===== src/rtl/ise_pkg.sv =====
`timescale 1ns / 1ps
// ----------------------------------------------------------------------------
// ise_pkg: shared types for the insertion sort engine
// Data word type and width of the sorted values.
// ----------------------------------------------------------------------------
package ise_pkg;

	localparam int DATA_W = 32;

	typedef logic signed [DATA_W-1:0] data_t;

endpackage


===== src/rtl/insertion_sort_engine.sv =====
`timescale 1ns / 1ps
// ----------------------------------------------------------------------------
// insertion_sort_engine: sorted store of signed values with burst readout
// Inserts each incoming value into an ascending store; an item with tlast
// set triggers readout of the whole run, after which the store is empty.
// ----------------------------------------------------------------------------
//
//  channel  | dir | tdata            | tlast      | tuser
//  ---------+-----+------------------+------------+---------
//  s_*      | in  | value[31:0]      | last       | -
//  m_*      | out | sorted_value     | final_res  | overflow
//
//  Insert: the transfer is taken, then each larger entry moves up one slot
//  in turn, and then the value is placed. A value into an empty store, or
//  one dropped by a full store, needs only the accept step. The single
//  compare and the one-write/one-read store port make the shifts serial.
//  Readout: each result is read, loaded and handed over, plus any stall.
//  s_tready is low while a value is being placed or a run is read out.
//  Reset empties the store at once; no clearing pass is needed.
//  A full store drops new values and flags overflow on that run's readout.
//
module insertion_sort_engine #(
	parameter int CAPACITY = 32
) (
	input  logic                 clk,
	input  logic                 arst_n,
	// s_tdata: [31:0] value
	input  logic                 s_tvalid,
	output logic                 s_tready,
	input  ise_pkg::data_t       s_tdata,
	input  logic                 s_tlast,
	// m_tdata: [31:0] sorted_value
	output logic                 m_tvalid,
	input  logic                 m_tready,
	output ise_pkg::data_t       m_tdata,
	output logic                 m_tlast,
	// m_tuser: [0] overflow
	output logic                 m_tuser
);

	import ise_pkg::*;

	localparam int AW = $clog2(CAPACITY);
	localparam int CW = $clog2(CAPACITY + 1);

	typedef enum logic [2:0] {
		ST_IDLE,
		ST_INS,
		ST_PLACE,
		ST_E_RD,
		ST_E_LOAD,
		ST_E_HOLD
	} state_t;

	state_t          state_q;
	logic [CW-1:0]   count_q;
	logic            dropped_q;
	logic [AW-1:0]   k_q;
	logic [AW-1:0]   idx_q;
	data_t           value_q;
	logic            last_q;
	logic            valid_q;
	data_t           out_data_q;
	logic            out_last_q;
	logic            out_ovf_q;

	// store and its port signals
	data_t           mem [CAPACITY];
	data_t           rdata_q;
	logic [AW-1:0]   rd_addr;
	logic            we;
	logic [AW-1:0]   wr_addr;
	data_t           wr_data;

	logic            s_xfer;
	logic            m_xfer;
	logic            greater;
	logic            full;
	logic [AW-1:0]   last_idx;

	assign s_tready = (state_q == ST_IDLE);
	assign s_xfer   = s_tvalid && s_tready;
	assign m_xfer   = valid_q && m_tready;
	assign full     = (count_q == CW'(CAPACITY));
	assign greater  = (rdata_q > value_q);
	assign last_idx = AW'(count_q - CW'(1));

	assign m_tvalid = valid_q;
	assign m_tdata  = out_data_q;
	assign m_tlast  = out_last_q;
	assign m_tuser  = out_ovf_q;

	// read address: tail entry on accept, next lower entry while shifting, readout index otherwise
	always_comb begin
		case (state_q)
			ST_IDLE: rd_addr = last_idx;
			ST_INS:  rd_addr = k_q - AW'(2);
			default: rd_addr = idx_q;
		endcase
	end

	// write port: shift an entry up, or place the new value
	always_comb begin
		we      = 1'b0;
		wr_addr = k_q;
		wr_data = value_q;
		case (state_q)
			ST_IDLE: begin
				if (s_xfer && count_q == '0) begin
					we      = 1'b1;
					wr_addr = '0;
					wr_data = s_tdata;
				end
			end
			ST_INS: begin
				we      = 1'b1;
				wr_data = greater ? rdata_q : value_q;
			end
			ST_PLACE: we = 1'b1;
			default:  we = 1'b0;
		endcase
	end

	// store
	always_ff @(posedge clk) begin
		if (we)
			mem[wr_addr] <= wr_data;
		rdata_q <= mem[rd_addr];
	end

	// sequencer
	always_ff @(posedge clk or negedge arst_n) begin
		if (!arst_n) begin
			state_q   <= ST_IDLE;
			count_q   <= '0;
			dropped_q <= 1'b0;
			valid_q   <= 1'b0;
			k_q       <= '0;
			idx_q     <= '0;
			last_q    <= 1'b0;
		end else begin
			case (state_q)
				ST_IDLE: begin
					if (s_xfer) begin
						value_q <= s_tdata;
						last_q  <= s_tlast;
						idx_q   <= '0;
						k_q     <= AW'(count_q);
						if (full) begin
							dropped_q <= 1'b1;
							state_q   <= s_tlast ? ST_E_RD : ST_IDLE;
						end else if (count_q == '0) begin
							count_q <= count_q + CW'(1);
							state_q <= s_tlast ? ST_E_RD : ST_IDLE;
						end else begin
							state_q <= ST_INS;
						end
					end
				end
				ST_INS: begin
					if (greater && k_q == AW'(1)) begin
						k_q     <= '0;
						state_q <= ST_PLACE;
					end else if (greater) begin
						k_q <= k_q - AW'(1);
					end else begin
						count_q <= count_q + CW'(1);
						state_q <= last_q ? ST_E_RD : ST_IDLE;
					end
				end
				ST_PLACE: begin
					count_q <= count_q + CW'(1);
					state_q <= last_q ? ST_E_RD : ST_IDLE;
				end
				ST_E_RD: state_q <= ST_E_LOAD;
				ST_E_LOAD: begin
					out_data_q <= rdata_q;
					out_last_q <= (idx_q == last_idx);
					out_ovf_q  <= dropped_q;
					valid_q    <= 1'b1;
					state_q    <= ST_E_HOLD;
				end
				ST_E_HOLD: begin
					if (m_xfer) begin
						valid_q <= 1'b0;
						if (out_last_q) begin
							count_q   <= '0;
							dropped_q <= 1'b0;
							state_q   <= ST_IDLE;
						end else begin
							idx_q   <= idx_q + AW'(1);
							state_q <= ST_E_RD;
						end
					end
				end
				default: state_q <= ST_IDLE;
			endcase
		end
	end

	// checks
	a_valid_in_hold: assert property (@(posedge clk) disable iff (!arst_n)
		m_tvalid |-> (state_q == ST_E_HOLD))
		else $error("result valid outside hand-over state");

	a_no_overlap: assert property (@(posedge clk) disable iff (!arst_n)
		s_tready |-> !m_tvalid)
		else $error("input taken during readout");

	a_count_range: assert property (@(posedge clk) disable iff (!arst_n)
		count_q <= CW'(CAPACITY))
		else $error("stored count beyond capacity");

	a_empty_after_run: assert property (@(posedge clk) disable iff (!arst_n)
		(m_tvalid && m_tready && m_tlast) |=> (count_q == '0 && !dropped_q))
		else $error("store not emptied after final result");

endmodule

===== config.mk =====
export PLATFORM = sky130hd
export DESIGN_NAME = insertion_sort_engine
export DESIGN_NICKNAME = d
export VERILOG_FILES = /design/src/rtl/ise_pkg.sv /design/src/rtl/insertion_sort_engine.sv
export SDC_FILE = /design/constraint.sdc
export NUM_CORES = 2
export LEC_CHECK = 0
export BUFFER_PORTS_ARGS = -buffer_cell sky130_fd_sc_hd__buf_2
export CAP_MARGIN = 5
export CORE_MARGIN = 5
export CORE_UTILIZATION = 35
export CTS_BUF_LIST = sky130_fd_sc_hd__clkbuf_8
export CTS_CLUSTER_DIAMETER = 120
export DETAILED_ROUTE_END_ITERATION = 8
export MAX_ROUTING_LAYER = met4
export SKIP_CTS_REPAIR_TIMING = 1
export SYNTH_ARGS = -nofsm -noshare
export SYNTH_HDL_FRONTEND = slang
export SYNTH_SLANG_ARGS = --single-unit

===== constraint.sdc =====
create_clock -name clk -period 6.4 [get_ports clk]
set_input_delay 0 -clock clk [delete_from_list [all_inputs] [get_ports clk]]
set_output_delay 0 -clock clk [all_outputs]
set_load 0.01 [all_outputs]

Word-level counts from Yosys, hierarchy flattened

Memory sizes are Yosys's and may differ from the RTL's. A register that Yosys moved wholly into a read port is not among the register bits.
Cells that the tools add are included.

Register bits after elaboration: 88
RAM bits: 1,024
Input bits: 37
Output and inout port bits: 36
Logic and storage cells: 100
Memories kept: 1

Memories:

| memory | words | width | rd ports | clocked after memory_dff | write ports | line                        | source |
|---|---|---|---|---|---|---|---|
| mem    | 32    | 32    | 1        | 1                        | 1           | insertion_sort_engine.sv:68 | `data_t mem [CAPACITY];` |

Add/sub/neg operators: 5
$lt $le $gt $ge: 1
Equality and inequality tests: 19
Mux-type cells: 43
Reductions and logical operators: 20

Operators by type and width:

| kind                                                                   | number |
|---|---|
| 32-bit 2-to-1 mux                                                      | 2 |
| 32-bit one-hot mux with 2 select lines                                 | 1 |
| 6-bit 2-to-1 mux                                                       | 7 |
| 5-bit 2-to-1 mux                                                       | 8 |
| 32-bit greater-than comparator                                         | 1 |
| 5-bit one-hot mux with 2 select lines                                  | 3 |
| 6-bit one-hot mux with 4 select lines                                  | 1 |
| 3-bit one-hot mux with 6 select lines                                  | 1 |
| 3-bit 2-to-1 mux                                                       | 4 |
| 2-bit != test (second input constant)                                  | 6 |
| 2-bit 2-to-1 mux                                                       | 5 |
| 5-bit by 1-bit subtractor with 5-bit output (second input constant)    | 2 |
| 3-bit AND reduction                                                    | 3 |
| 1-bit 2-to-1 mux                                                       | 8 |
| 8-bit AND reduction                                                    | 1 |
| 6-bit by 1-bit adder with 6-bit output (second input constant)         | 1 |
| 3-bit by 2-bit equality test with 1-bit output (second input constant) | 2 |
| 3-bit equality test (second input constant)                            | 2 |
| 6-bit equality test (second input constant)                            | 1 |
| 6-bit zero test                                                        | 1 |
| 2-bit by 1-bit != test with 1-bit output (second input constant)       | 3 |
| 3-bit != test (second input constant)                                  | 2 |
| 1-bit one-hot mux with 2 select lines                                  | 3 |
| 2-bit AND reduction                                                    | 3 |
| other kinds (12)                                                       | 17 |

Logic depth before layout (Yosys ltp)

Word-level depth: 7
Depth in mapped cells: 13
Gate-level depth less buffers: 9

Least setup slack after synthesis

Ideal clock, no wire load.

Kind: register to register
From: reg count_q[0]
To: mem mem[0][0] (netlist name), enable pin
Setup time: 0.468 ns
Arrival: 4.216 ns
Required time: 5.932 ns
Path slack: 1.716 ns
Stages on the path, launching flop included: 9
Buffers on the path: 1
Clock period less this slack: 4.684 ns
Cell sequence: dfrtp_1 > inv_1 > ha_1 > nor3b_2 > nand2b_1 > nor3_2 > clkbuf_1 > a21oi_1 > nor3b_1

Longest elaborated chain between the ends: 6
Elaborated cells between the ends (all ways): 8
Those cells by class: mux (6); reduce/logical (2)

RTL lines:

| item                                   | line                         | source |
|---|---|---|
| from (decl)                            | insertion_sort_engine.sv:56  | `logic [CW-1:0] count_q;` |
| from (signal assigned)                 | insertion_sort_engine.sv:153 | `count_q <= count_q + CW'(1);` |
| from (signal assigned)                 | insertion_sort_engine.sv:167 | `count_q <= count_q + CW'(1);` |
| from (signal assigned)                 | insertion_sort_engine.sv:172 | `count_q <= count_q + CW'(1);` |
| 6-bit zero test (*)                    | insertion_sort_engine.sv:109 | `if (s_xfer && count_q == '0) begin` |
| 1-bit logical AND (*)                  | insertion_sort_engine.sv:109 |  |
| 1-bit 2-to-1 mux                       | insertion_sort_engine.sv:109 |  |
| 1-bit one-hot mux with 2 select lines  | insertion_sort_engine.sv:107 | `case (state_q)` |
| 1-bit 2-to-1 mux                       | insertion_sort_engine.sv:126 | `if (we)` |
| 1-bit 2-to-1 mux (implied by the code) | insertion_sort_engine.sv:127 | `mem[wr_addr] <= wr_data;` |
| to (decl)                              | insertion_sort_engine.sv:68  |  |

Every way passes the cells marked *; elsewhere a longest branch is shown, timed or not.

Worst setup path after layout

From: reg value_q[29]
To: mem mem[5][18] (netlist name) (data pin)

Longest elaborated chain between the ends: 3

RTL lines:

| item                                   | line                         | source |
|---|---|---|
| from (decl)                            | insertion_sort_engine.sv:60  | `data_t value_q;` |
| from (signal assigned)                 | insertion_sort_engine.sv:145 | `value_q <= s_tdata;` |
| 32-bit greater-than comparator         | insertion_sort_engine.sv:85  | `assign greater = (rdata_q > value_q);` |
| 32-bit 2-to-1 mux                      | insertion_sort_engine.sv:117 | `wr_data = greater ? rdata_q : value_q;` |
| 32-bit one-hot mux with 2 select lines | insertion_sort_engine.sv:107 |  |
| named net wr_data[18]                  | insertion_sort_engine.sv:73  | `data_t wr_data;` |

The timed path passes the listed nets, and every way through them passes these cells.

==> flow_summary.json <==
{
  "status": "completed",
  "numCtsBuffers": 167,
  "hp-class": "input pin to flop",
  "async_flop_share_pct": 1.923,
  "cp_top_family": "compound AO/OA/AOI/OAI gates",
  "grt_pass1_vias": 28110,
  "final_area_mm2": 0.05231,
  "place_congestion": 0.8139,
  "antenna_found_initial": 4,
  "routed-wl-met2_um": 64850,
  "finalCritPeriodShare_pct": 70.81,
  "peakVddDrop_mv": 0.2203,
  "core_mm2": 0.1310,
  "worst-slew-pin-transition_ps": 1319,
  "grt_pass1_wl_um": 198200,
  "crit_buf_inv": 2,
  "cp.required_ps": 6900,
  "power_density_mw_per_mm2": 263.0,
  "fin_cells": 5511,
  "viasPerCell": 5.467,
  "slew_viol_final": 0,
  "clock_path_buffers": 3,
  "yosysUniqueCellTypes": 64,
  "grt_util_all_layers_pct": 20.40,
  "rsz0062_at_grt": "no",
  "io_buffers": 72,
  "cts.htree.levels": 4,
  "drtPass1Iterations": 5,
  "power.leakage_nw": 18.80,
  "critPathLaunchType": "flop",
  "ant_nets": 0,
  "relSlewSlack_pct": 11.86,
  "syn_nets": 3537,
  "syn_area_per_cell_um2": 13.27,
  "synth_warnings": 0,
  "clock_sinks": 1144,
  "clkTransAtPathRegs_ps": 70,
  "grt_start_max_net_pins": 152,
  "final_cell_mix": "nand2_1 (1117), edfxtp_1 (1090), and3_1 (194)",
  "fin_setup_tns_ps": 0,
  "routedWlPerCell_um": 25.75,
  "num_rows": 133,
  "max_cap_violations": 0,
  "insertion_delay_ps": 880,
  "drtIter0Drc": 3767,
  "max_freq_ghz": 0.2207,
  "crit_chain": "inv_1 > ha_1 > a21o_1 > a2111o_1 > a2111o_1 > a211oi_2 > nor2_1 > nor3b_4 > buf_12 > a21o_1",
  "io_pins": 73,
  "synth_area_leaders": "edfxtp_1 (71%), nand2_1 (9.1%), a311oi_1 (3.1%)",
  "yosysSeqAreaShare_pct": 73.85,
  "initial_utilization_pct": 35.07,
  "cts-root-buf": "clkbuf_8",
  "hold_viol": 0,
  "synth.top_cell.area_share_pct": 71.26,
  "synth_edf_count": 1090,
  "wl_met3_um": 14840,
  "vias": 30130,
  "cpMaxStageDelayCell": "a21o_1",
  "slowest_delay_ps": 810,
  "dp_hpwl_um": 71380,
  "crit_type": "flop to flop",
  "drc": 0,
  "syn2layout_area_growth_pct": 13.88,
  "die_w_um": 372.3,
  "grt-ovfl-total": 0,
  "routed_wl_um": 141900,
  "syn_inst": 3461,
  "ys_seq_elements": 1144,
  "fin_crit_ps": 4532,
  "floorplan.die.height_um": 372.3,
  "wl_met1_um": 56930,
  "synth_top_flop_cell": "edfxtp_1",
  "final_common_cell": "nand2_1",
  "syn-cell-area_mm2": 0.04593,
  "cp-end-kind": "flop",
  "drive_above_1_share_pct": 10.84,
  "setup_viol": 0,
  "worst-path-max-fanout": 32,
  "synth.largest_area_cell": "edfxtp_1",
  "fp.dieArea_mm2": 0.1386,
  "post_dp_cell_area_mm2": 0.04841,
  "fin_skew_ps": 58.46,
  "critPathArrivalTime_ps": 5040,
  "top_layer": "met4",
  "fin_nets": 3690,
  "cts_tree": "done",
  "place_inst": 5127
}
## kinds of logic (layout without fill, tap and decap cells)
| logic type | after synthesis | after routing | share of synthesized area (%) |
|---|---|---|---|
| AO/OA/AOI/OAI | 458 | 458 | 7.649 |
| XOR/XNOR | 12 | 12 | 0.2288 |
| adder cells (fa/ha/maj) | 39 | 39 | 1.062 |
| buffers and inverters | 267 | 559 | 2.566 |
| flip-flops | 1144 | 1144 | 73.85 |
| multiplexers | 11 | 11 | 0.2969 |
| other | 0 | 3 | 0 |
| AND/OR/NAND/NOR | 1530 | 1530 | 14.34 |
## cell type report
cell class | instances | area [um^2]
antenna | 3 | 7.507
clock buffer | 183 | 2519
clock inverter | 125 | 634.4
fill | 12190 | 78660
inverter | 40 | 150.1
multi-input combinational | 2050 | 11160
sequential | 1144 | 33920
tap | 1755 | 2196
timing repair buffer | 211 | 1722
## sequential cells by signal, summed over array words and instances (netlist names), 3 cells and up
register,flops
mem,1024
m_tdata,32
value_q,32
state_q,3
idx_q,5
k_q,5
rdata_q,32
count_q,6
## routing by layer
metal  vias to the layer above  global-route usage [%]
met4                         0                   7.911
li1                      13170                       -
met3                       306                   4.931
met2                      1609                   31.15
met5                         -                       -
met1                     15050                   26.47
## worst register-to-register path, delay by kind of cell, from the launching register on
family                   cells  cell delay (ps)
buffers and inverters        2              350
adder cells (fa/ha/maj)      1              240
AO/OA/AOI/OAI                5             2280
flip-flops                   1              390
AND/OR/NAND/NOR              2              890
## final timing paths
check / start / endpoint / slack (ps) / cells after the start
max: value_q[29]$_DFFE_PP_ / mem[5][18]$_DFFE_PP_ / 1870 / 10
min: m_tready / state_q[2]$_DFFE_PN0P_ / 50 / 5
max reg2reg: value_q[29]$_DFFE_PP_ / mem[5][18]$_DFFE_PP_ / 1870 / 10
min reg2reg: rdata_q[8]$_DFF_P_ / m_tdata[8]$_DFFE_PP_ / 440 / 0
max in group asynchronous: arst_n / count_q[2]$_DFFE_PN0P_ / 6020 / 4
min in group asynchronous: arst_n / k_q[1]$_DFFE_PN0P_ / 190 / 4
## synth_stat cells, types with 23 or more instances
master	instances
clkbuf_1	113
nor2_1	51
nand4_1	44
dfxtp_1	32
a21o_1	35
a32oi_1	31
and3_1	198
nand3_1	77
a311oi_1	160
a221oi_1	33
edfxtp_1	1090
buf_2	90
a31oi_1	35
ha_1	39
o21ai_0	55
nand2_1	1117
inv_1	40
a22o_1	33
o21ai_1	23
## report_power, final
group	switching [mW]	total [mW]	internal (mW)
logic	0.0385	0.0765	0.0380
clock network	2.81	5.61	2.79
registers	0	8.07	8.07
total	2.85	13.8	10.9
## per-stage QoR
stage | hold slack (ps) | util [%] | worst slack (ps) | power (mW)
floorplan | -295.6 | - | 1716 | 8.231
global placement | 28.17 | 36.96 | 1977 | 8.260
detailed placement | 34.05 | 36.96 | 1975 | 8.260
CTS | -926.9 | 39.37 | 1899 | 13.77
global route | 44.71 | 39.94 | 1719 | 14.15
finish | 45.02 | 39.94 | 1868 | 13.76
Note: power is estimated with default switching activity, not from simulation.
